File: src/sv/pwl_pkg.sv
// Shared types and constants for the piecewise linear curve evaluator.
// No dependencies; imported by every design module of the block except the checker pwl_chk.
`timescale 1ns / 1ps

package pwl_pkg;

  localparam int MAX_KNOTS = 4;
  localparam int POS_W     = 16;
  localparam int FRAC_W    = 8;
  localparam int SEG_W     = 2;
  localparam int DIFF_W    = POS_W + 1;
  localparam int PROD_W    = 2 * DIFF_W;
  localparam int NUM_W     = PROD_W;
  localparam int DEN_W     = DIFF_W;
  localparam int QUO_W     = POS_W + 2;
  localparam int CFG_IDX_W = 3;

  typedef logic signed [POS_W-1:0]  q88_t;
  typedef logic signed [DIFF_W-1:0] diff_t;

  localparam q88_t Q88_MAX = q88_t'(2 ** (POS_W - 1) - 1);
  localparam q88_t Q88_MIN = q88_t'(-(2 ** (POS_W - 1)));

  localparam q88_t KNOT_T_RST [MAX_KNOTS] = '{-16'sd256, 16'sd0, 16'sd256, 16'sd512};
  localparam q88_t KNOT_V_RST [MAX_KNOTS] = '{16'sd0, 16'sd0, 16'sd256, 16'sd512};

  typedef enum logic [CFG_IDX_W-1:0] {
    REG_KNOT_T0,
    REG_KNOT_T1,
    REG_KNOT_T2,
    REG_KNOT_T3,
    REG_KNOT_V0,
    REG_KNOT_V1,
    REG_KNOT_V2,
    REG_KNOT_V3
  } cfg_reg_t;

  typedef struct packed {
    logic [SEG_W-1:0] seg;
    logic             zero;
    q88_t             v_left;
  } side_t;

  typedef struct packed {
    diff_t            dt;
    diff_t            dv;
    diff_t            dx;
    logic [SEG_W-1:0] seg;
    q88_t             v_left;
  } seg_res_t;

  typedef struct packed {
    logic [NUM_W-1:0] num_val;
    logic [NUM_W-1:0] num_slp;
    logic             neg_val;
    logic             neg_slp;
    logic [DEN_W-1:0] den;
    side_t            side;
  } div_req_t;

  typedef struct packed {
    logic [QUO_W-1:0] q_val;
    logic [QUO_W-1:0] q_slp;
    logic             ovf_val;
    logic             ovf_slp;
    logic             neg_val;
    logic             neg_slp;
    side_t            side;
  } div_res_t;

endpackage

File: src/sv/pwl_out.sv
// Output stage: sign, intercept add, Q8.8 saturation and result register.
// Depends on pwl_pkg.
`timescale 1ns / 1ps

module pwl_out (
  input  logic                          clk,
  input  logic                          rst,
  input  logic                          in_valid,
  output logic                          in_ready,
  input  pwl_pkg::div_res_t             res,
  output logic                          out_valid,
  input  logic                          out_ready,
  output pwl_pkg::q88_t                 value,
  output pwl_pkg::q88_t                 slope,
  output logic [pwl_pkg::SEG_W-1:0]     seg,
  output logic                          zero
);
  import pwl_pkg::*;

  localparam int SQ_W  = QUO_W + 1;
  localparam int SUM_W = QUO_W + 2;

  logic                    vld, rdy;
  logic signed [SQ_W-1:0]  mag_val, mag_slp, sgn_val, sgn_slp;
  logic signed [SUM_W-1:0] sum;
  q88_t                    value_next, slope_next;

  assign mag_val = $signed({1'b0, res.q_val});
  assign mag_slp = $signed({1'b0, res.q_slp});
  assign sgn_val = res.neg_val ? -mag_val : mag_val;
  assign sgn_slp = res.neg_slp ? -mag_slp : mag_slp;
  assign sum     = SUM_W'(res.side.v_left) + SUM_W'(sgn_val);

  always_comb begin
    if (res.side.zero) begin
      value_next = '0;
    end else if (res.ovf_val) begin
      value_next = res.neg_val ? Q88_MIN : Q88_MAX;
    end else if (sum > SUM_W'(Q88_MAX)) begin
      value_next = Q88_MAX;
    end else if (sum < SUM_W'(Q88_MIN)) begin
      value_next = Q88_MIN;
    end else begin
      value_next = sum[POS_W-1:0];
    end

    if (res.side.zero) begin
      slope_next = '0;
    end else if (res.ovf_slp) begin
      slope_next = res.neg_slp ? Q88_MIN : Q88_MAX;
    end else if (sgn_slp > SQ_W'(Q88_MAX)) begin
      slope_next = Q88_MAX;
    end else if (sgn_slp < SQ_W'(Q88_MIN)) begin
      slope_next = Q88_MIN;
    end else begin
      slope_next = sgn_slp[POS_W-1:0];
    end
  end

  assign rdy      = !vld || out_ready;
  assign in_ready = rdy;

  always_ff @(posedge clk) begin
    if (rst) begin
      vld <= 1'b0;
    end else if (rdy) begin
      vld <= in_valid;
    end
  end

  always_ff @(posedge clk) begin
    if (rdy && in_valid) begin
      value <= value_next;
      slope <= slope_next;
      seg   <= res.side.seg;
      zero  <= res.side.zero;
    end
  end

  assign out_valid = vld;

endmodule

File: config.mk
export PLATFORM = sky130hd
export DESIGN_NAME = pwl_out
export DESIGN_NICKNAME = d
export VERILOG_FILES = /design/src/sv/pwl_pkg.sv /design/src/sv/pwl_out.sv
export SDC_FILE = /design/constraint.sdc
export NUM_CORES = 1
export LEC_CHECK = 0
export ABC_AREA = 0
export BUFFER_PORTS_ARGS = -buffer_cell sky130_fd_sc_hd__buf_2
export CORE_UTILIZATION = 55
export DETAILED_ROUTE_END_ITERATION = 7
export PLACE_DENSITY = 0.84
export SLEW_MARGIN = 20
export SYNTH_ARGS = -nofsm -noshare
export SYNTH_HDL_FRONTEND = slang
export SYNTH_SLANG_ARGS = --single-unit
File: constraint.sdc
create_clock -name clk -period 5.1 [get_ports clk]
set_input_delay 0.255 -clock clk [delete_from_list [all_inputs] [get_ports clk]]
set_output_delay 0.255 -clock clk [all_outputs]
set_load 0.005 [all_outputs]
After elaboration in Yosys (flattened, before gate mapping)

Cells that the tools add are included.

Add/subtract/negate cells: 3
Magnitude comparators: 4
Reduce and logical (&&, ||, !) cells: 3
Mux-type cells: 10

Operators with widths:

| cell                 | count |
|---|---|
| $mux 16              | 8 |
| $mux 19              | 2 |
| $neg 18->19          | 2 |
| $add 16x19->20       | 1 |
| $gt 20x16->1 const B | 1 |
| $lt 20x16->1 const B | 1 |
| $gt 19x16->1 const B | 1 |
| $lt 19x16->1 const B | 1 |
| $logic_and 1x1->1    | 1 |
| $logic_not 1->1      | 1 |
| $logic_or 1x1->1     | 1 |

Input bits: 63
Word-level logic and storage cells: 25
Bits in registers: 36
Output and inout port bits: 37

Longest topological paths before layout

Word-level depth: 7
Depth in mapped cells: 16
Depth with buffers taken out: 14

Worst setup path after synthesis

No wires, ideal clock.

Path type: input to register
Start: in res[53] (netlist name)
End: reg value[10], data pin
Buffers on the path: 1
Library setup time: 0.281 ns
Arrival time: 3.253 ns
Slack: 1.566 ns
Stages on the path: 13
Data required time: 4.819 ns
Cell sequence: or4_1 or3_1 o21ai_0 xnor2_1 ha_1 inv_1 o31ai_1 or3_1 mux2i_2 nor2_1 o41ai_4 buf_6 a211oi_2

Word-level cells in the longest chain between the ends: 7
Elaborated cells on any way between the ends: 8
Classes of those cells: add/sub (2); order compare (2); mux (4)

RTL lines:

| what                 | RTL line      | RTL |
|---|---|---|
| start, declared      | pwl_out.sv:10 | `input pwl_pkg::div_res_t res,` |
| $neg 18->19          | pwl_out.sv:30 | `assign sgn_val = res.neg_val ? -mag_val : mag_val;` |
| $mux 19 (*)          | pwl_out.sv:30 |  |
| $add 16x19->20 (*)   | pwl_out.sv:32 | `assign sum = SUM_W'(res.side.v_left) + SUM_W'(sgn_val);` |
| $lt 20x16->1         | pwl_out.sv:41 | `end else if (sum < SUM_W'(Q88_MIN)) begin` |
| $mux 16              | pwl_out.sv:41 |  |
| $mux 16 (*)          | pwl_out.sv:39 | `end else if (sum > SUM_W'(Q88_MAX)) begin` |
| $mux 16 (*)          | pwl_out.sv:37 | `end else if (res.ovf_val) begin` |
| end signal, assigned | pwl_out.sv:73 | `value <= value_next;` |
| end, declared        | pwl_out.sv:13 | `output pwl_pkg::q88_t value,` |

Mark *: on every way between the ends. The rest lies on a longest branch, timed or not.
A chain may end at the register's enable or synchronous reset.

Worst setup path in the final report

Start: in res[45] (netlist name)
End: reg value[0], data pin

Same word-level chain as after synthesis.

==> run summary <==
The estimated wirelength of the detail-placed design came out at 6190 µm. At the end of the flow, the number of nets in the layout was 542. The accumulated negative setup slack is 0 ns. The pin count of the biggest net entering global routing came out at 36. After clock tree synthesis, the repair step resized 0 gates. The post-route antenna net violation count came out at 0. The H-tree level count is 2. The minimum clock period after layout came out at 3.87 ns. The top-area cell type share of the netlist area is 30.8%. Of all nets on the critical path, the largest fanout is 14. The count of cell types in the netlist came out at 60. The clock sink count is 36. The most frequently used cell type in the post-synthesis netlist is edfxtp_1. The synthesized design contains 36 register bits. The worst-case clock skew is 0.00876 ns.

The number of setup buffers added after CTS is 0. For this run, the leading register cell type out of synthesis is edfxtp_1. In the final routed layout, each cell accounts on average for 14.2 µm. The number of flops mapped to enable cells by yosys is 35. Buffers placed on the I/O ports in this run total 99. The final setup violation count is 0.

Sorting the synthesized cells by area gives the leading types as edfxtp_1 (31%), ha_1 (8.1%), xnor2_1 (5.7%). The number of primary I/O pins is 100. The flow ran to the end, and the final reports show no timing, DRC or antenna violations.

The proportion of register bits with asynchronous set or reset after synthesis came out at 0%. The areal power density over the cells came out at 234 mW/mm². The summed instance area of the synthesized netlist came out at 0.00341 mm².

The buffer levels on the longest clock path is 2. The max-slew violation count came out at 0. The number of global-route vias before repair is 2885.

When the netlist entered floorplanning its net count stood at 445. At the worst endpoint, the required time is 5.09 ns. The slack of the worst reg-to-reg path came out at 3.81 ns. The count of maximum capacitance violations came out at 0. The clock-pin slew on the worst setup and hold paths is 0.07 ns. The total non-filler cell area in the finished layout came out at 0.00403 mm². The sequential cell area fraction in the yosys report is 31.4%. Of the cells placed in the final design, the portion with a size suffix greater than 1 is 32.0%. The cell leakage power came out at 1.66 nW. The number of standard-cell rows in the floorplan came out at 28. The overall overflow remaining after global route is 0. The die boundary height is 80.7 µm. The placed instances occupy a cell area of 0.00395 mm².

The CTS tree is yes. By count the netlist is led by edfxtp_1 (35), nand2_1 (29), a21oi_1 (28). The number of buffers created by CTS is 5. For this run, the number of Yosys warnings is 0. The largest voltage drop on the vdd net is 0.000172 V. The number of hold-slack violations in the final timing report came to 0. The detailed router placed 3060 vias in this run.

Hold timing on the final database bottoms out at a slack of 0.132 ns. The clock reaches the later pin of the worst-skew pair after 0.28 ns. The detailed-router iteration count before antenna repair is 4. The global-route total usage across every layer is 24.2%. The hold-fix buffer count after cts came out at 0.

The initial standard-cell utilization of the core came out at 57.2%. The DRC violation count after routing came out at 0. The floorplan step set the die width to 80.7 µm.

The arrival time of data at the critical path endpoint came out at 3.86 ns. Routability-driven placement finished with a final weighted congestion of 0.820. The worst setup path is of the in2reg kind. Setup repair after global routing left no endpoint under its margin.

The tree is rooted in a clkbuf_8. The critical path capture point type is a flop. The utilization of the core after routing came out at 67.7%.

The initial antenna violation count came out at 0. The detailed router finished its first iteration with 82 violations. The floorplan step defined a core boundary enclosing 0.00596 mm². The actual slew at the worst max-slew pin came out at 0.853 ns. The worst setup path is launched from an input pin. The average cell area after synthesis came out at 9.49 µm². The first global-routing pass estimated 12400 µm of wire. The die covers 0.00652 mm². Compared with the post-synthesis result, the final layout area differs by 18.4%.

The detailed-route vias per instance came out at 5.76. The synthesized instance count is 359. The tightest slew margin relative to the limit came out at 42.9%.

The antenna cell count is 0. The path class of the tightest hold or removal check is in2reg. The ratio of final minimum period to clock period came out at 75.8%. For this block, the routed nets add up to 7540 µm of wire.

The largest total area in the synthesized netlist belongs to edfxtp_1. The maximum achievable frequency came out at 0.259 GHz.
[layer usage]
| layer | wire [µm] | global-route usage, % | up-vias |
|---|---|---|---|
| li1 | - | - | 1560 |
| met1 | 3240 | 28.4 | 1378 |
| met2 | 3710 | 45.0 | 111 |
| met3 | 483 | 3.52 | 11 |
| met4 | 113 | 7.32 | 0 |
| met5 | 0 | 0 | - |
[cell families (layout without fill, tap and decap cells)]
group	Yosys count	after routing	synth area share, %
flip-flops	36	36	31.4
adder cells (fa/ha/maj)	23	23	8.66
buffers and inverters	26	123	3.67
multiplexers	1	1	0.404
AO/OA/AOI/OAI	132	132	29.4
XOR/XNOR	42	42	10.8
AND/OR/NAND/NOR	99	99	15.7
[sequential cells by signal, indices dropped and copies added (netlist names)]
register,count
out_valid,1
seg,2
slope,16
value,16
zero,1
[area by class of cell]
type | instances | area, µm²
multi-input combinational | 297 | 2230
fill | 494 | 1920
sequential | 36 | 1070
timing repair buffer | 101 | 510
tap | 75 | 93.8
clock buffer | 5 | 68.8
inverter | 15 | 56.3
clock inverter | 2 | 7.51
[critical path, stage by stage]
cell and delay (ns):
buf_2 0.12, nor3_1 0.27, nand2b_1 0.11, nor2_1 0.20
nand3_1 0.20, o31ai_1 0.35, xnor2_1 0.16, ha_1 0.31
a21oi_1 0.20, nor2_1 0.06, or4_1 0.39, a21oi_1 0.23
o41ai_4 0.17, a31oi_2 0.71, a211oi_1 0.11
[cell usage in the layout, fill, tap and decap left out, types with 14 or more instances in the layout]
cell	count
nor2_1	18
buf_2	99
ha_1	22
a21oi_1	28
edfxtp_1	35
nand2_1	29
inv_1	15
o21ai_0	26
xor2_1	20
nor3_1	14
xnor2_1	22
[report_power, final]
group          leakage [nW]  internal [mW]  total (mW)  switching, mW
logic                  1.26          0.164       0.399          0.235
clock network        0.0391         0.0900       0.183         0.0929
registers             0.356          0.357       0.362        0.00561
total                  1.66          0.611       0.944          0.333
[metrics by stage]
step                      setup WS [ns]  power, mW  instances
after floorplan                    1.57      0.656        359
after global placement             1.15      0.754        524
after detailed placement          0.936      0.764        524
after CTS                          1.26      0.946        531
after global routing              0.704       1.01        531
final                              1.23      0.944        531
[final timing paths]
| check | from | to | cells past startpoint |
|---|---|---|---|
| worst max register to register | out_valid$_SDFFE_PP0N_ | value[12]$_SDFFCE_PP0P_ | 3 |
| worst max-delay path | res[45] | value[0]$_SDFFCE_PP0P_ | 15 |
| worst min register to register | out_valid$_SDFFE_PP0N_ | out_valid$_SDFFE_PP0N_ | 2 |
| worst min-delay path | rst | out_valid$_SDFFE_PP0N_ | 2 |
Note: power is estimated with default switching activity, not from simulation.
