$ cat config.mk
export PLATFORM = sky130hd
export DESIGN_NAME = pwl_seg
export DESIGN_NICKNAME = d
export VERILOG_FILES = /design/src/sv/pwl_pkg.sv /design/src/sv/pwl_seg.sv
export SDC_FILE = /design/constraint.sdc
export NUM_CORES = 1
export LEC_CHECK = 0
export BUFFER_PORTS_ARGS = -buffer_cell sky130_fd_sc_hd__buf_4
export CORE_ASPECT_RATIO = 1.1
export CORE_UTILIZATION = 59
export CTS_BUF_LIST = sky130_fd_sc_hd__clkbuf_8 sky130_fd_sc_hd__clkbuf_16
export DETAILED_ROUTE_END_ITERATION = 8
export PLACE_DENSITY = 0.93
export SYNTH_ARGS = -nofsm -noshare
export SYNTH_HDL_FRONTEND = slang
export SYNTH_SLANG_ARGS = --single-unit
$ cat constraint.sdc
create_clock -name clk -period 6.1 [get_ports clk]
set_input_delay 0.305 -clock clk [delete_from_list [all_inputs] [get_ports clk]]
set_output_delay 0.305 -clock clk [all_outputs]
set_load 0.02 [all_outputs]
$ cat src/sv/pwl_pkg.sv
// Shared types and constants for the piecewise linear curve evaluator.
// No dependencies; imported by every design module of the block except the checker pwl_chk.
`timescale 1ns / 1ps

package pwl_pkg;

  localparam int MAX_KNOTS = 4;
  localparam int POS_W     = 16;
  localparam int FRAC_W    = 8;
  localparam int SEG_W     = 2;
  localparam int DIFF_W    = POS_W + 1;
  localparam int PROD_W    = 2 * DIFF_W;
  localparam int NUM_W     = PROD_W;
  localparam int DEN_W     = DIFF_W;
  localparam int QUO_W     = POS_W + 2;
  localparam int CFG_IDX_W = 3;

  typedef logic signed [POS_W-1:0]  q88_t;
  typedef logic signed [DIFF_W-1:0] diff_t;

  localparam q88_t Q88_MAX = q88_t'(2 ** (POS_W - 1) - 1);
  localparam q88_t Q88_MIN = q88_t'(-(2 ** (POS_W - 1)));

  localparam q88_t KNOT_T_RST [MAX_KNOTS] = '{-16'sd256, 16'sd0, 16'sd256, 16'sd512};
  localparam q88_t KNOT_V_RST [MAX_KNOTS] = '{16'sd0, 16'sd0, 16'sd256, 16'sd512};

  typedef enum logic [CFG_IDX_W-1:0] {
    REG_KNOT_T0,
    REG_KNOT_T1,
    REG_KNOT_T2,
    REG_KNOT_T3,
    REG_KNOT_V0,
    REG_KNOT_V1,
    REG_KNOT_V2,
    REG_KNOT_V3
  } cfg_reg_t;

  typedef struct packed {
    logic [SEG_W-1:0] seg;
    logic             zero;
    q88_t             v_left;
  } side_t;

  typedef struct packed {
    diff_t            dt;
    diff_t            dv;
    diff_t            dx;
    logic [SEG_W-1:0] seg;
    q88_t             v_left;
  } seg_res_t;

  typedef struct packed {
    logic [NUM_W-1:0] num_val;
    logic [NUM_W-1:0] num_slp;
    logic             neg_val;
    logic             neg_slp;
    logic [DEN_W-1:0] den;
    side_t            side;
  } div_req_t;

  typedef struct packed {
    logic [QUO_W-1:0] q_val;
    logic [QUO_W-1:0] q_slp;
    logic             ovf_val;
    logic             ovf_slp;
    logic             neg_val;
    logic             neg_slp;
    side_t            side;
  } div_res_t;

endpackage

$ cat src/sv/pwl_seg.sv
// Segment selection and knot differences, two pipeline stages.
// Depends on pwl_pkg.
`timescale 1ns / 1ps

module pwl_seg #(
  parameter int NUM_KNOTS = 4
) (
  input  logic               clk,
  input  logic               rst,
  input  pwl_pkg::q88_t      knot_t [pwl_pkg::MAX_KNOTS],
  input  pwl_pkg::q88_t      knot_v [pwl_pkg::MAX_KNOTS],
  input  logic               in_valid,
  output logic               in_ready,
  input  pwl_pkg::q88_t      pos,
  output logic               out_valid,
  input  logic               out_ready,
  output pwl_pkg::seg_res_t  res
);
  import pwl_pkg::*;

  logic             found;
  logic [SEG_W-1:0] seg_pick;
  logic             v1, v2, rdy1, rdy2;
  q88_t             t1;
  logic [SEG_W-1:0] seg1, seg_r;
  q88_t             t_l, t_r, v_l, v_r;

  always_comb begin
    seg_pick = SEG_W'(NUM_KNOTS - 2);
    found    = 1'b0;
    for (int i = 1; i < NUM_KNOTS; i++) begin
      if (!found && pos <= knot_t[i]) begin
        seg_pick = SEG_W'(i - 1);
        found    = 1'b1;
      end
    end
    if (pos >= knot_t[NUM_KNOTS-1]) seg_pick = SEG_W'(NUM_KNOTS - 2);
    if (pos < knot_t[0]) seg_pick = '0;
  end

  assign rdy2     = !v2 || out_ready;
  assign rdy1     = !v1 || rdy2;
  assign in_ready = rdy1;

  always_ff @(posedge clk) begin
    if (rst) begin
      v1 <= 1'b0;
    end else if (rdy1) begin
      v1 <= in_valid;
    end
  end

  always_ff @(posedge clk) begin
    if (rdy1 && in_valid) begin
      t1   <= pos;
      seg1 <= seg_pick;
    end
  end

  assign seg_r = seg1 + 1'b1;
  assign t_l   = knot_t[seg1];
  assign t_r   = knot_t[seg_r];
  assign v_l   = knot_v[seg1];
  assign v_r   = knot_v[seg_r];

  always_ff @(posedge clk) begin
    if (rst) begin
      v2 <= 1'b0;
    end else if (rdy2) begin
      v2 <= v1;
    end
  end

  always_ff @(posedge clk) begin
    if (rdy2 && v1) begin
      res.dt     <= diff_t'(t_r) - diff_t'(t_l);
      res.dv     <= diff_t'(v_r) - diff_t'(v_l);
      res.dx     <= diff_t'(t1) - diff_t'(t_l);
      res.seg    <= seg1;
      res.v_left <= v_l;
    end
  end

  assign out_valid = v2;

endmodule

* Yosys cells after proc, flatten, opt, wreduce, memory -nomap -nowiden
Cells that the tools add are included.
** Storage, ports and cells
- Register bits :: 89
- Input port bits :: 148
- Output and inout port bits :: 71
- Logic and storage cells :: 52
** Cells by class
- Add/sub/neg operators :: 4
- $lt $le $gt $ge :: 7
- Multiplexer cells :: 18
- Bitwise gates (word level) :: 2
- Reductions and logical operators :: 11
** Operators with widths (count)
- $bmux 16 s2 :: 4
- $mux 16 :: 8
- $sub 16x16->17 :: 3
- $le 16x16->1 :: 3
- $ge 16x16->1 :: 1
- $lt 16x16->1 :: 1
- $mux 2 :: 4
- $ge 3x3->1 const B :: 2
- $not 2->3 :: 2
- $logic_and 1x1->1 :: 4
- $logic_not 1->1 :: 4
- $reduce_or 3->1 :: 1
- $add 2x1->2 const B :: 1
- $logic_or 1x1->1 :: 2
- $mux 1 :: 2

* Longest topological paths before layout
- Depth in word-level cells :: 9
- Depth in mapped cells :: 15
- Gate-level depth less buffers :: 13

* Worst setup path before layout
OpenSTA, ideal clock, no wires.
- Path kind :: register to register
- From :: register v2 (netlist: out_valid)
- To :: register res[0] (netlist name) (enable)
- Library setup time :: 0.505 ns
- Data arrival time :: 3.625 ns
- Data required time :: 5.595 ns
- Slack :: 1.970 ns
- Stages on the path, launching flop included :: 3
- Path buffers :: 0
- Period minus slack after synthesis :: 4.130 ns
- Cell sequence :: dfxtp_1 > nor2b_1 > nor2b_1
** Between the ends
- Word-level cells in the longest chain between the ends :: 3
** RTL lines
- start: declaration :: RTL line pwl_seg.sv:23 : logic v1, v2, rdy1, rdy2;
- start signal: assignment :: RTL line pwl_seg.sv:70 : v2 <= v1;
- $logic_not 1->1 :: RTL line pwl_seg.sv:41 : assign rdy2 = !v2 || out_ready;
- $logic_or 1x1->1 :: RTL line pwl_seg.sv:41
- $logic_and 1x1->1 :: RTL line pwl_seg.sv:75 : if (rdy2 && v1) begin
- end: declaration :: RTL line pwl_seg.sv:17 : output pwl_pkg::seg_res_t res
Every way passes these cells.
A chain may end at the register's enable or synchronous reset.

* Final worst setup path
- From :: register seg1[1]
- To :: register res[68] (netlist name), data pin
** Between the ends
- Word-level cells in the longest chain between the ends :: 6
- Elaborated cells on any way between the ends :: 10
- Classes of those cells :: add/sub (2); mux (6); bitwise (2)
** RTL lines
- start: declaration :: RTL line pwl_seg.sv:25 : logic [SEG_W-1:0] seg1, seg_r;
- start signal: assignment :: RTL line pwl_seg.sv:56 : seg1 <= seg_pick;
- $add 2x1->2 :: RTL line pwl_seg.sv:60 : assign seg_r = seg1 + 1'b1;
- $not 2->3 (implied by the code) :: RTL line pwl_seg.sv:62 : assign t_r = knot_t[seg_r];
- $bmux 16 s2 :: RTL line pwl_seg.sv:62
- $mux 16 (implied by the code) (2 in a row) :: RTL line pwl_seg.sv:62
- $sub 16x16->17 * :: RTL line pwl_seg.sv:76 : res.dt <= diff_t'(t_r) - diff_t'(t_l);
Every way passes the cells marked *; elsewhere a longest branch is shown, timed or not. The select of a mux whose other input is x is not followed.

==> metrics.txt <==
antenna violations before repair=0; EDFF count, synth=87; slew margin rel.=0.3020; static leakage=4.896 nW; total global-route track usage=0.3047; slowest stage delay, CP=0.98 ns; Starting Density=0.6037; # H-tree levels=3; Clock Sinks=89; Core Region=13740 µm²; r2r setup slk=2.07 ns; Max Clock Freq=248.1 MHz; status=completed; DIE WIDTH=115.1 µm; hold path depth=2; power density cells=255.0 nW/µm²; CTS Buf Count=9; largest family of logic cells by synthesized area=adder cells; Pwr Total=2.654 mW; Via density=5.993; Max Slew Vio Count=0; Via Count=7407; worst path cell trace=o21ai_0 > nand2_1 > o21a_1 > inv_1 > fa_1 > nor2b_1 > o21ai_0 > a21boi_1 > o21ai_0 > o21ai_0 > o21ai_0 > a31o_2; Main synth FF type=edfxtp_1; kind of critical path=register to register; 1st-iter DRT viols=564; WP buf/inv=1; Post-Syn Instances=832; clock skew=0.005063 ns; largest net degree at the start of global routing=62; final worst setup slack=2.070 ns; post-synthesis adder-cell area fraction=0.1747; drt pass-1 iters=5; mux contribution to synthesized area=0.1483; P&R area growth vs syn=25.45%; RSZ-0062 raised after global routing=false; endpoint class of the critical path=register; Yosys top cell area share=0.3150; Antenna diodes=0; share of synthesized registers carrying an async set or reset=0; Post-Syn Nets=1094; critical path startpoint category=register; Clk Latency, worst-skew pair=0.35 ns; root buf cell=clkbuf_16; Synth area leader=edfxtp_1; Remaining DRCs=0; num ports=219; cell repeated most along the worst path=o21ai_0; clk buf depth=2; Setup-failing EPs final=0; Worst path slowest cell=edfxtp_1; Post-CTS Hold Fix Bufs=0; synthesized area per cell=9.969 µm²; grt ovf=0; fin crit share=0.6607; post-placement cell count=1221; crit path DAT=4.14 ns; cells on worst reg2reg path=12; final wirelength=21620 µm; top cells by area, synth=edfxtp_1 31%, ha_1 17%, mux4_2 8.7%; Synth cell types=56; CP delay by family, top=compound AO/OA/AOI/OAI gates; RR Startpoint=seg1[1]$_SDFFCE_PP0P_; GP Congestion=0.9272; post-CTS setup buffer count=0; Routed Antenna Nets=0; post-synthesis compound-gate area fraction=0.1558; hold path startpoint=rst; Die Ht=126.4 µm; Final HPWL DP=17550 µm; final hold violation count=0; most common cell after layout, fill and taps aside=buf_4; vias in the first global route=7363; Slew @ Worst Pin=1.047 ns; Yosys reg bits=89; setup TNS=0 ns; max_cap viols=0; Hold EP=v1$_SDFFE_PP0N_; proportion of layout cells with a drive suffix above 1=0.2777; CTS tree=built; Port Buffer Count=218; reg2reg end=res[68]$_DFFE_PP_; Max VDD drop=121.9 µV; CTS resizes=0; Die ar.=14540 µm²; CP required=6.21 ns; fin util=0.7574; most frequent cells in the layout=223 x buf_4, 118 x inv_1, 111 x ha_1; fin nets=1306; Placement Setup Slack=2.171 ns; Post-Synth XOR/XNOR Area=0.03590; Hold Crit Class=input port to register; WL per Instance=17.49 µm; Layout Cells excl Fill=1236; critical path depth=12; post-synthesis sequential area ratio=0.3198; # rows=45; Reg clk slew, reported paths=0.06 ns; first-pass GRT wire length=34130 µm; Final Critical Period=4.030 ns; simple-gate share of the synthesized area=0.1011; Warnings, synthesis=0; Cell Area, Synth=8294 µm²; CP Max Fanout=23
[kinds of logic (layout without fill, tap and decap cells)]
kind of cell             count (synthesis)  in the layout
XOR/XNOR                                34             34
adder cells (fa/ha/maj)                114            114
multiplexers                            81             81
AO/OA/AOI/OAI                          202            202
AND/OR/NAND/NOR                        172            172
buffers and inverters                  140            356
flip-flops                              89             89
[where the power goes]
| part | total, mW | switching (mW) | internal (mW) |
|---|---|---|---|
| clock | 0.550 | 0.237 | 0.313 |
| combinational | 1.27 | 0.690 | 0.580 |
| sequential | 0.833 | 0.0282 | 0.805 |
[layout make-up]
cell class                      count  area [µm²]
Multi-Input combinational cell    603        5115
Clock inverter                      6       60.06
Inverter                          118       442.9
Sequential cell                    89        2653
Fill cell                         938        3333
Tap cell                          188       235.2
Clock buffer                        9       225.2
Timing Repair Buffer              223        1674
[metal layers]
layer / share of wire / track usage
met1: 0.35 / 0.3070
met2: 0.52 / 0.5493
met3: 0.074 / 0.06641
met4: 0.062 / 0.2193
met5: 0 / 0
[cells in the mapped netlist, drive strengths merged (3+ instances only)]
cell,number
nand2b,8
mux2,15
edfxtp,87
o21ai,36
o21bai,6
mux2i,34
a21oi,71
and3,5
a21boi,4
nand3,15
fa,3
nor4,6
nor2b,15
xnor2,30
o31a,3
xor2,4
o211ai,6
nand2,41
mux4,32
o311ai,3
o31ai,5
or3,3
ha,111
o21a,29
a31oi,4
buf,11
nand4,9
a21o,18
nor2,51
nor3,10
inv,118
clkbuf,11
a211oi,6
[worst max-delay path by stage]
stage | startpoint | to | slack (ns)
after floorplan | out_valid$_SDFFE_PP0P_ | res[0]$_DFFE_PP_ | 1.97
after global placement | seg1[1]$_SDFFCE_PP0P_ | res[33]$_DFFE_PP_ | 2.32
after detailed placement | seg1[1]$_SDFFCE_PP0P_ | res[68]$_DFFE_PP_ | 2.17
after CTS | seg1[1]$_SDFFCE_PP0P_ | res[68]$_DFFE_PP_ | 2.17
after global routing | seg1[1]$_SDFFCE_PP0P_ | res[50]$_DFFE_PP_ | 1.82
final | seg1[1]$_SDFFCE_PP0P_ | res[68]$_DFFE_PP_ | 2.07
[registers in the layout, indices dropped and copies added, names as in the netlist]
register   count
out_valid      1
res           69
seg1           2
v1             1
t1            16
[stage by stage]
stage | area (µm²) | hold slack, ns
after global routing | 10410 | 0.1077
after floorplan | 8294 | 0.3774
final | 10410 | 0.1121
after global placement | 10120 | 0.4733
after detailed placement | 10120 | 0.4785
after CTS | 10410 | 0.1027
No activity file was read; power rests on OpenSTA's default activity.
