`config.mk`:
```
export PLATFORM = sky130hd
export DESIGN_NAME = pwl_prep
export DESIGN_NICKNAME = d
export VERILOG_FILES = /design/src/sv/pwl_pkg.sv /design/src/sv/pwl_prep.sv
export SDC_FILE = /design/constraint.sdc
export NUM_CORES = 1
export LEC_CHECK = 0
export BUFFER_PORTS_ARGS = -buffer_cell sky130_fd_sc_hd__buf_4
export CAP_MARGIN = 40
export CORE_MARGIN = 1
export CORE_UTILIZATION = 23
export CTS_BUF_LIST = sky130_fd_sc_hd__clkbuf_8 sky130_fd_sc_hd__clkbuf_16
export DETAILED_ROUTE_END_ITERATION = 6
export PLACE_DENSITY_LB_ADDON = 0.05
export SETUP_SLACK_MARGIN = 0.3
export SYNTH_ARGS = -nofsm -noshare
export SYNTH_HDL_FRONTEND = slang
export SYNTH_SLANG_ARGS = --single-unit
```
`constraint.sdc`:
```
create_clock -name clk -period 13.54 [get_ports clk]
set_input_delay 1.354 -clock clk [delete_from_list [all_inputs] [get_ports clk]]
set_output_delay 1.354 -clock clk [all_outputs]
set_load 0.02 [all_outputs]
```
`src/sv/pwl_pkg.sv`:
```
// Shared types and constants for the piecewise linear curve evaluator.
// No dependencies; imported by every design module of the block except the checker pwl_chk.
`timescale 1ns / 1ps

package pwl_pkg;

  localparam int MAX_KNOTS = 4;
  localparam int POS_W     = 16;
  localparam int FRAC_W    = 8;
  localparam int SEG_W     = 2;
  localparam int DIFF_W    = POS_W + 1;
  localparam int PROD_W    = 2 * DIFF_W;
  localparam int NUM_W     = PROD_W;
  localparam int DEN_W     = DIFF_W;
  localparam int QUO_W     = POS_W + 2;
  localparam int CFG_IDX_W = 3;

  typedef logic signed [POS_W-1:0]  q88_t;
  typedef logic signed [DIFF_W-1:0] diff_t;

  localparam q88_t Q88_MAX = q88_t'(2 ** (POS_W - 1) - 1);
  localparam q88_t Q88_MIN = q88_t'(-(2 ** (POS_W - 1)));

  localparam q88_t KNOT_T_RST [MAX_KNOTS] = '{-16'sd256, 16'sd0, 16'sd256, 16'sd512};
  localparam q88_t KNOT_V_RST [MAX_KNOTS] = '{16'sd0, 16'sd0, 16'sd256, 16'sd512};

  typedef enum logic [CFG_IDX_W-1:0] {
    REG_KNOT_T0,
    REG_KNOT_T1,
    REG_KNOT_T2,
    REG_KNOT_T3,
    REG_KNOT_V0,
    REG_KNOT_V1,
    REG_KNOT_V2,
    REG_KNOT_V3
  } cfg_reg_t;

  typedef struct packed {
    logic [SEG_W-1:0] seg;
    logic             zero;
    q88_t             v_left;
  } side_t;

  typedef struct packed {
    diff_t            dt;
    diff_t            dv;
    diff_t            dx;
    logic [SEG_W-1:0] seg;
    q88_t             v_left;
  } seg_res_t;

  typedef struct packed {
    logic [NUM_W-1:0] num_val;
    logic [NUM_W-1:0] num_slp;
    logic             neg_val;
    logic             neg_slp;
    logic [DEN_W-1:0] den;
    side_t            side;
  } div_req_t;

  typedef struct packed {
    logic [QUO_W-1:0] q_val;
    logic [QUO_W-1:0] q_slp;
    logic             ovf_val;
    logic             ovf_slp;
    logic             neg_val;
    logic             neg_slp;
    side_t            side;
  } div_res_t;

endpackage

```
`src/sv/pwl_prep.sv`:
```
// Numerator products and divider operand preparation, two pipeline stages.
// Depends on pwl_pkg.
`timescale 1ns / 1ps

module pwl_prep (
  input  logic               clk,
  input  logic               rst,
  input  logic               in_valid,
  output logic               in_ready,
  input  pwl_pkg::seg_res_t  seg_in,
  output logic               out_valid,
  input  logic               out_ready,
  output pwl_pkg::div_req_t  req
);
  import pwl_pkg::*;

  logic                     v3, v4, rdy3, rdy4;
  logic signed [PROD_W-1:0] prod_c, snum_c;
  logic signed [PROD_W-1:0] prod3, snum3;
  diff_t                    dt3;
  side_t                    side3;
  logic                     den_neg, val_neg, slp_neg;
  logic [DIFF_W-1:0]        d_mag;
  logic [NUM_W-1:0]         val_mag, slp_mag;

  assign prod_c = seg_in.dv * seg_in.dx;
  assign snum_c = PROD_W'(seg_in.dv) <<< FRAC_W;

  assign rdy4     = !v4 || out_ready;
  assign rdy3     = !v3 || rdy4;
  assign in_ready = rdy3;

  always_ff @(posedge clk) begin
    if (rst) begin
      v3 <= 1'b0;
    end else if (rdy3) begin
      v3 <= in_valid;
    end
  end

  always_ff @(posedge clk) begin
    if (rdy3 && in_valid) begin
      prod3        <= prod_c;
      snum3        <= snum_c;
      dt3          <= seg_in.dt;
      side3.seg    <= seg_in.seg;
      side3.zero   <= (seg_in.dt == '0);
      side3.v_left <= seg_in.v_left;
    end
  end

  // magnitudes; rounding offset folded in as 2n + d over 2d
  always_comb begin
    den_neg = dt3[DIFF_W-1];
    d_mag   = den_neg ? DIFF_W'(-dt3) : DIFF_W'(dt3);
    val_neg = prod3[PROD_W-1];
    slp_neg = snum3[PROD_W-1];
    val_mag = val_neg ? NUM_W'(-prod3) : NUM_W'(prod3);
    slp_mag = slp_neg ? NUM_W'(-snum3) : NUM_W'(snum3);
  end

  always_ff @(posedge clk) begin
    if (rst) begin
      v4 <= 1'b0;
    end else if (rdy4) begin
      v4 <= v3;
    end
  end

  always_ff @(posedge clk) begin
    if (rdy4 && v3) begin
      req.num_val <= {val_mag[NUM_W-2:0], 1'b0} + NUM_W'(d_mag);
      req.num_slp <= {slp_mag[NUM_W-2:0], 1'b0} + NUM_W'(d_mag);
      req.neg_val <= val_neg ^ den_neg;
      req.neg_slp <= slp_neg ^ den_neg;
      req.den     <= {d_mag[DEN_W-2:0], 1'b0};
      req.side    <= side3;
    end
  end

  assign out_valid = v4;

endmodule

```
# ---- Word level (Yosys, flattened, before mapping)
# Cells that the tools add are included.
dict set report word_totals {
  register_bits 194
  latch_bits 0
  ramBits 0
  romBits 0
  out_inout_bits 108
  mem_count 0
}
dict set report op_classes {
  n_addsub 5
  mul 1
  n_div 0
  magnitude_cmp 0
  n_eq_ne 0
  shift 0
  n_mux 3
  n_bitwise 2
  n_reduce_logical 7
}
# op count
set op_table {}
lappend op_table {{$add 34x17->34} 2}
lappend op_table {{$mux 33} 2}
lappend op_table {{$mul 17x17->34} 1}
lappend op_table {{$neg 25->33} 1}
lappend op_table {{$neg 33->33} 1}
lappend op_table {{$logic_not 17->1} 1}
lappend op_table {{$mux 17} 1}
lappend op_table {{$neg 17->17} 1}
lappend op_table {{$logic_and 1x1->1} 2}
lappend op_table {{$logic_not 1->1} 2}
lappend op_table {{$logic_or 1x1->1} 2}
lappend op_table {{$xor 1x1->1} 2}

# ---- Longest topological paths before layout
# Gate-level depths: netlist of run 1.
dict set report depth {
  ltp_word 4
  ltp_mapped 23
  mapped_depth_nobuf 22
}

# ---- Least setup slack after synthesis of run 1
# Ideal clock, no wire load.
dict set report synth_timing {
  kind {in2reg}
  from {input port seg_in[51] (netlist name)}
  to {register prod3[28], data pin}
  setup_time_ps 272
  arrival_ps 7104
  required_time_ps 13268
  path_slack_ps 6165
  cell_stages 20
  path_buffers 3
  path_cell_list {clkbuf_1 clkbuf_1 nand2_1 inv_1 fa_1 fa_1 fa_1 fa_1 fa_1 inv_1 fa_1 inv_1 ha_1 clkbuf_1 and3_1 nand4_1 or3_1 a21boi_0 or4b_2 o2111ai_1}
}
dict set report synth_between {
  elab_chain_len 1
}
# item line_no
set synth_lines {}
lappend synth_lines {{start, declared} pwl_prep.sv:10} ;# input pwl_pkg::seg_res_t seg_in,
lappend synth_lines {{$mul 17x17->34} pwl_prep.sv:26} ;# assign prod_c = seg_in.dv * seg_in.dx;
lappend synth_lines {{named net prod_c[28]} pwl_prep.sv:18} ;# logic signed [PROD_W-1:0] prod_c, snum_c;
lappend synth_lines {{end signal, assigned} pwl_prep.sv:43} ;# prod3 <= prod_c;
lappend synth_lines {{end, declared} pwl_prep.sv:19} ;# logic signed [PROD_W-1:0] prod3, snum3;
# The timed path passes the listed nets, and every way through them passes these cells.
# A chain may end at the register's enable or synchronous reset.

# ---- Worst setup path in the final report of run 1
dict set report layout_timing {
  from {input port seg_in[41] (netlist name)}
  to {register prod3[28], data pin}
}
# Same word-level chain as after synthesis.

==> results of run 1 <==
[per-layer routing]
metal	track usage, %	share of wire (%)	vias up
met3	1.60	2.8	40
met1	17.7	44	6674
met4	4.09	2.3	0
li1	-	-	6225
met5	0	0	-
met2	25.4	51	215
[worst paths after layout]
| path | start | to | slack (ns) | cells after the start |
|---|---|---|---|---|
| setup reg to reg | dt3[2]$_DFFE_PP_ | req[96]$_DFFE_PP_ | 8.96 | 13 |
| setup / recovery | seg_in[41] | prod3[28]$_DFFE_PP_ | 6.28 | 20 |
| hold / removal | side3[18]$_DFFE_PP_ | req[18]$_DFFE_PP_ | 0.42 | 0 |
| hold reg to reg | side3[18]$_DFFE_PP_ | req[18]$_DFFE_PP_ | 0.42 | 0 |
[stage by stage]
step,area [um2],utilization [%],std cells,setup WS [ns],hold slack (ns)
2_1_floorplan,19900,-,1881,6.16,0.400
3_3_place_gp,22400,26.2,3144,5.75,0.402
3_5_place_dp,22500,26.3,3146,5.72,0.405
4_1_cts,23000,27.0,3178,6.21,0.424
5_1_grt,23000,27.0,3178,5.91,0.429
6_report,23000,27.0,3178,6.28,0.421
[state kept, by name (all words and copies together) (netlist names)]
name and flops:
dt3 17, out_valid 1, prod3 34, req 95, side3 19, snum3 17
v3 1
[cells by family after synthesis]
group                    after synthesis  share of synthesized area (%)
AND/OR/NAND/NOR                      507                           13.5
other                                  1                         0.0189
adder cells (fa/ha/maj)              410                           37.1
buffers and inverters                436                           8.56
AO/OA/AOI/OAI                        194                           6.86
XOR/XNOR                             140                           6.21
flip-flops                           184                           27.7
multiplexers                           1                         0.0504
[worst register-to-register path: stages (launching register included)]
cell and delay (ns):
edfxtp_1 0.44, nor3_1 0.27, nand3_1 0.14, or2_2 0.30, o21ai_0 0.48, xnor2_1 0.35
ha_1 0.48, nand2_1 0.07, or3b_2 0.44, a21oi_1 0.36, o21ai_0 0.18, a21oi_2 0.41
and4bb_2 0.31, xnor2_1 0.09
[layout make-up]
cell class | count | area, um2 | area share (%)
inverter | 372 | 1400 | 6.06
sequential | 184 | 5510 | 23.9
tap | 1144 | 1430 | 6.21
clock buffer | 17 | 425 | 1.85
clock inverter | 15 | 138 | 0.598
multi-input combinational | 1261 | 12700 | 55.2
timing repair buffer | 185 | 1430 | 6.20
[cell usage in the layout, fill, tap and decap left out, drive strengths merged, types with 4 or more instances in the layout]
cell     netlist  layout
clkinv         0       7
o31ai         20      20
or4            7       7
nor4          11      11
conb           1       9
nand3         18      18
a21o          21      21
buf           18     185
nor2          57      57
nor3          13      13
clkbuf        46      17
nor2b         15      15
ha           112     112
edfxtp       182     182
a31oi          5       5
a211oi        12      12
o21bai         8       8
xnor2         97      97
o2111ai        4       4
o41ai         11      11
o21a           8       8
fa           298     298
o21ai         40      40
xor2          43      43
nand2        180     180
and2         145     145
inv          372     379
nand3b         6       6
nand2b        13      13
nand4          8       8
or3           14      14
o211ai         5       5
a21oi         39      39
==> results.sh, run 1 <==
export IMPL_yosysTopAreaCellShare_pct=30.0
export IMPL_insertion_delay_ns=0.47
export IMPL_path_cells="buf_4 > and2_1 > fa_1 > inv_1 > fa_1 > fa_1 > inv_1 > fa_1 > fa_1 > inv_1 > fa_1 > inv_1 > ha_1 > a21o_1 > a21o_1 > a221oi_1 > or3_1 > a21boi_0 > or4b_2 > o2111ai_1"
export IMPL_cp_max_fo=18
export IMPL_drt_iter0_drc=501
export IMPL_clkTransAtPathRegs_ns=0.07
export IMPL_synthTopCellsByCount="inv_1 (372), fa_1 (298), edfxtp_1 (182)"
export IMPL_synth_area_per_cell_um2=10.6
export IMPL_grt_overflow=0
export IMPL_fin_skew_ns=0.0177
export IMPL_slew_headroom_pct=46.5
export IMPL_finalCriticalPeriod_ns=7.26
export IMPL_hp_class="flip-flop to flip-flop"
export IMPL_synthMostInstantiatedCell="inv_1"
export IMPL_crit_family="adder cells"
export IMPL_synth_edf_count=182
export IMPL_vias_per_cell=4.14
export IMPL_synthTopCellsByArea="fa_1 (30%), edfxtp_1 (28%), ha_1 (7.1%)"
export IMPL_crit_top_cell="fa_1"
export IMPL_endpoint_kind="flip-flop"
export IMPL_antenna_found_initial=3
export IMPL_rows=107
export IMPL_ys_flop_type="edfxtp_1"
export IMPL_via_count=13154
export IMPL_synth_seq_cells=184
export IMPL_drc=0
export IMPL_drt_total_wl_um=59900
export IMPL_grt_util_all_layers_pct=14.1
export IMPL_dr_pass1_iters=5
export IMPL_postCtsSetupRepairBufs=0
export IMPL_drv_slew=0
export IMPL_rsz0062_at_grt="false"
export IMPL_synthesis_area_um2=19900
export IMPL_synth_cells=1873
export IMPL_setup_violations_final=0
export IMPL_ys_async_sr_fraction_pct=0
export IMPL_grt_max_degree=61
export IMPL_dpl_hpwl_um=49000
export IMPL_routabilityCongestion=0.777
export IMPL_drive_gt1_share_pct=12.1
export IMPL_ctsResizeCount=0
export IMPL_die_w_um=296
export IMPL_cts_buffer_depth=2
export IMPL_clock_root_buffer="clkbuf_16"
export IMPL_cpPeakStageDelay_ns=0.63
export IMPL_worstMarginPinSlew_ns=0.797
export IMPL_antenna_left=0
export IMPL_syn2layout_area_growth_pct=15.9
export IMPL_drv_cap=0
export IMPL_die_area_um2=87600
export IMPL_cts_hold_buffers_added=0
export IMPL_port_buffers=179
export IMPL_pin_count=181
export IMPL_critPathSlowestCell="or4b_2"
export IMPL_period_share_pct=53.6
export IMPL_hold_viol_final=0
export IMPL_cp_required_ns=13.83
export IMPL_ys_warnings_count=0
export IMPL_initial_core_util_pct=23.3
export IMPL_n_antenna_cell=0
export IMPL_final_fill_count=9167
export IMPL_cts_buffers_inserted=17
export IMPL_grt_pass1_vias=14614
export IMPL_cts_sinks=184
export IMPL_wl_per_cell_um=18.9
export IMPL_crit_type="input port to flip-flop"
export IMPL_htreeDepth=4
export IMPL_nets=2504
export IMPL_crit_arrival_ns=7.55
export IMPL_synth_distinct_cells=76
export IMPL_core_area_um2=85400
export IMPL_finalSetupTns_ns=0
export IMPL_cts_tree="yes"
export IMPL_status="completed"
export IMPL_critPathBufInv=5
export IMPL_die_height_um=296
export IMPL_ys_seq_area_share_pct=27.7
export IMPL_max_freq_mhz=138
export IMPL_grt_pass1_wl_um=91500
export IMPL_start_kind="input port"
export IMPL_yosysTopAreaCell="fa_1"
Power of run 1 is left out: the tool's default activity adds up to more than one toggle a clock period on the data nets, which glitch-free logic cannot reach.
==> run 2, diff against run 1 <==
- ABC_AREA: unset -> 1
- clock period: 13.54 -> 7 ns (I/O delays scaled with it)
==> run 2 against run 1 <==
The run now ends with design-rule violations left. Critical path depth rose by 4. Final cell count rose by 14%. Worst setup slack got worse by 5.4 ns. Die area rose by 4.0%. Synthesized area rose by 4.0%. Critical endpoint is now prod3[33]$_DFFE_PP_. Count of clock-buffer cells in the layout did not move. First-iteration DRC count rose by 28%. Hold slack got worse by 0.028 ns. Via count rose by 12%. Global-route usage fell by 0.10 points.
==> results.sh, run 2 <==
export IMPL_status="finished with violations"
export IMPL_violations="design-rule violations"
export IMPL_largest_reg_flops=95
export IMPL_drv_slew=0
export IMPL_ys_warnings_count=0
export IMPL_die_area_um2=91000
export IMPL_finalCriticalPeriod_ns=6.15
export IMPL_die_w_um=302
export IMPL_hp_class="input port to flip-flop"
export IMPL_htreeDepth=4
export IMPL_reg_largest_list="req: 95 flops, prod3: 34 flops, side3: 19 flops"
export IMPL_cp_required_ns=7.21
export IMPL_clock_root_buffer="clkbuf_16"
export IMPL_setup_violations_final=0
export IMPL_yosysTopAreaCellShare_pct=28.9
export IMPL_dpl_cell_count=3581
export IMPL_synth_seq_cells=184
export IMPL_r2r_start="dt3[0]$_DFFE_PP_"
export IMPL_nets=2918
export IMPL_synth_distinct_cells=47
export IMPL_via_count=14673
export IMPL_insertion_delay_ns=0.46
export IMPL_synth_edf_count=182
export IMPL_timing_rr_end="req[59]$_DFFE_PP_"
export IMPL_drt_iter0_drc=643
export IMPL_syn2layout_area_growth_pct=15.2
export IMPL_drc=23
export IMPL_cpPeakStageDelay_ns=0.56
export IMPL_crit_type="input port to flip-flop"
export IMPL_cts_tree="yes"
export IMPL_antenna_left=0
export IMPL_grt_pass1_vias=16445
export IMPL_ctsResizeCount=0
export IMPL_top_register="req"
export IMPL_worstMarginPinSlew_ns=0.823
export IMPL_rows=109
export IMPL_yosysTopAreaCell="fa_1"
export IMPL_final_fill_count=9642
export IMPL_drv_cap=0
export IMPL_cts_sinks=184
export IMPL_cts_hold_buffers_added=0
export IMPL_die_height_um=302
export IMPL_pin_count=181
export IMPL_synth_area_per_cell_um2=8.97
export IMPL_ys_async_sr_fraction_pct=0
export IMPL_cp_max_fo=9
export IMPL_postCtsSetupRepairBufs=0
export IMPL_dr_pass1_iters=7
export IMPL_synthTopCellsByCount="inv_1 (601), nand2_1 (498), fa_1 (298)"
export IMPL_grt_overflow=0
export IMPL_dpl_hpwl_um=51100
export IMPL_grt_max_degree=64
export IMPL_clkTransAtPathRegs_ns=0.07
export IMPL_min_to="v3$_SDFFE_PP0N_"
export IMPL_antenna_found_initial=2
export IMPL_start_kind="input port"
export IMPL_max_freq_mhz=163
export IMPL_synthTopCellsByArea="fa_1 (29%), edfxtp_1 (26%), inv_1 (11%)"
export IMPL_path_cells="buf_4 > inv_1 > or2_2 > fa_1 > fa_1 > inv_1 > fa_1 > fa_1 > fa_1 > inv_1 > fa_1 > inv_1 > ha_1 > nand2_1 > inv_1 > nand2_1 > nor4_1 > o21ai_0 > o211ai_1 > nand2_1 > nor2_1 > nor2_1 > nand2_1 > nand2_1"
export IMPL_cts_buffers_inserted=17
export IMPL_endpoint_kind="flip-flop"
export IMPL_core_area_um2=88600
export IMPL_hp_start="rst"
export IMPL_final_area_um2=23800
export IMPL_layout_common_cells="inv_1 (601), nand2_1 (498), fa_1 (298)"
export IMPL_routabilityCongestion=0.815
export IMPL_synthesis_area_um2=20700
export IMPL_synth_cells=2304
export IMPL_grt_pass1_wl_um=96000
export IMPL_fin_skew_ns=0.0125
export IMPL_ys_seq_area_share_pct=26.6
export IMPL_reg2reg_depth=17
export IMPL_placed_area_um2=23200
export IMPL_critPathSlowestCell="fa_1"
export IMPL_finalSetupTns_ns=0
export IMPL_drt_total_wl_um=61400
export IMPL_hold_depth=2
export IMPL_final_util_pct=26.8
export IMPL_layout_commonest_cell="inv_1"
export IMPL_grt_util_all_layers_pct=14.0
export IMPL_stdcell_count=3615
export IMPL_vias_per_cell=4.06
export IMPL_rsz0062_at_grt="false"
export IMPL_slew_headroom_pct=45.1
export IMPL_drive_gt1_share_pct=11.7
export IMPL_initial_core_util_pct=23.3
export IMPL_ys_flop_type="edfxtp_1"
export IMPL_period_share_pct=87.8
export IMPL_hold_viol_final=0
export IMPL_cts_buffer_depth=2
export IMPL_port_buffers=179
export IMPL_crit_top_cell="fa_1"
export IMPL_rrSetupSlack_ns=2.90
export IMPL_crit_arrival_ns=6.36
export IMPL_wl_per_cell_um=17.0
export IMPL_synthMostInstantiatedCell="inv_1"
-- run 2: cell types whose count changed in the layout (fill, tap and decap cells not counted), sizes merged, moves of 15 or more --
| cell | delta |
|---|---|
| nand2 | +337 |
| inv | +236 |
| and2 | -144 |
| nor2 | +73 |
| xnor2 | -54 |
| nand3 | +41 |
| xor2 | +34 |
| a21oi | +22 |
| o31ai | -17 |
| nor2b | -15 |
-- run 2: cell type report --
cell class | instances | area [um2] | share of cell area (%)
clock buffers | 17 | 425 | 1.79
multi-input cells | 1434 | 12500 | 52.7
repair buffers | 189 | 1420 | 5.96
diodes | 2 | 5.00 | 0.0210
flip-flops and latches | 184 | 5510 | 23.1
inverters | 609 | 2290 | 9.62
well taps | 1165 | 1460 | 6.13
clock inverters | 15 | 148 | 0.620
-- run 2: cell families after synthesis --
| logic type | synth area share (%) |
|---|---|
| AND/OR/NAND/NOR | 16.0 |
| buffers and inverters | 12.8 |
| adder cells (fa/ha/maj) | 35.7 |
| flip-flops | 26.6 |
| AO/OA/AOI/OAI | 3.74 |
| XOR/XNOR | 5.09 |
| other | 0.0182 |
-- run 2: how the worst max path moves through the flow --
stage                from             endpoint  slack [ns]  cells after the start
4_1_cts        seg_in[34]  prod3[22]$_DFFE_PP_        0.82                     20
3_3_place_gp   seg_in[34]  prod3[22]$_DFFE_PP_        0.29                     20
5_1_grt        seg_in[34]  prod3[33]$_DFFE_PP_        0.46                     24
2_1_floorplan  seg_in[51]  prod3[33]$_DFFE_PP_        0.74                     24
3_5_place_dp   seg_in[34]  prod3[33]$_DFFE_PP_        0.33                     24
6_report       seg_in[34]  prod3[33]$_DFFE_PP_        0.85                     24
-- run 2: worst max-delay path, delay by kind of cell --
kind            cells  cell delay [ns]
compound gates      2             0.36
simple gates        9             1.03
fa+ha+maj           7             3.50
buf+inv             6             0.77
-- run 2: routing by layer --
| metal | GRT usage, % | wire length (um) |
|---|---|---|
| met5 | 0 | 0 |
| met3 | 1.29 | 1500 |
| met2 | 27.1 | 33100 |
| met1 | 16.4 | 25600 |
| met4 | 3.64 | 1180 |
-- run 2: metrics by stage --
| step | hold slack, ns | worst slack [ns] |
|---|---|---|
| 3_5_place_dp | 0.405 | 0.325 |
| 6_report | 0.393 | 0.852 |
| 5_1_grt | 0.371 | 0.455 |
| 2_1_floorplan | 0.400 | 0.745 |
| 3_3_place_gp | 0.402 | 0.287 |
| 4_1_cts | 0.364 | 0.821 |
Power of run 2 is left out for the same reason.
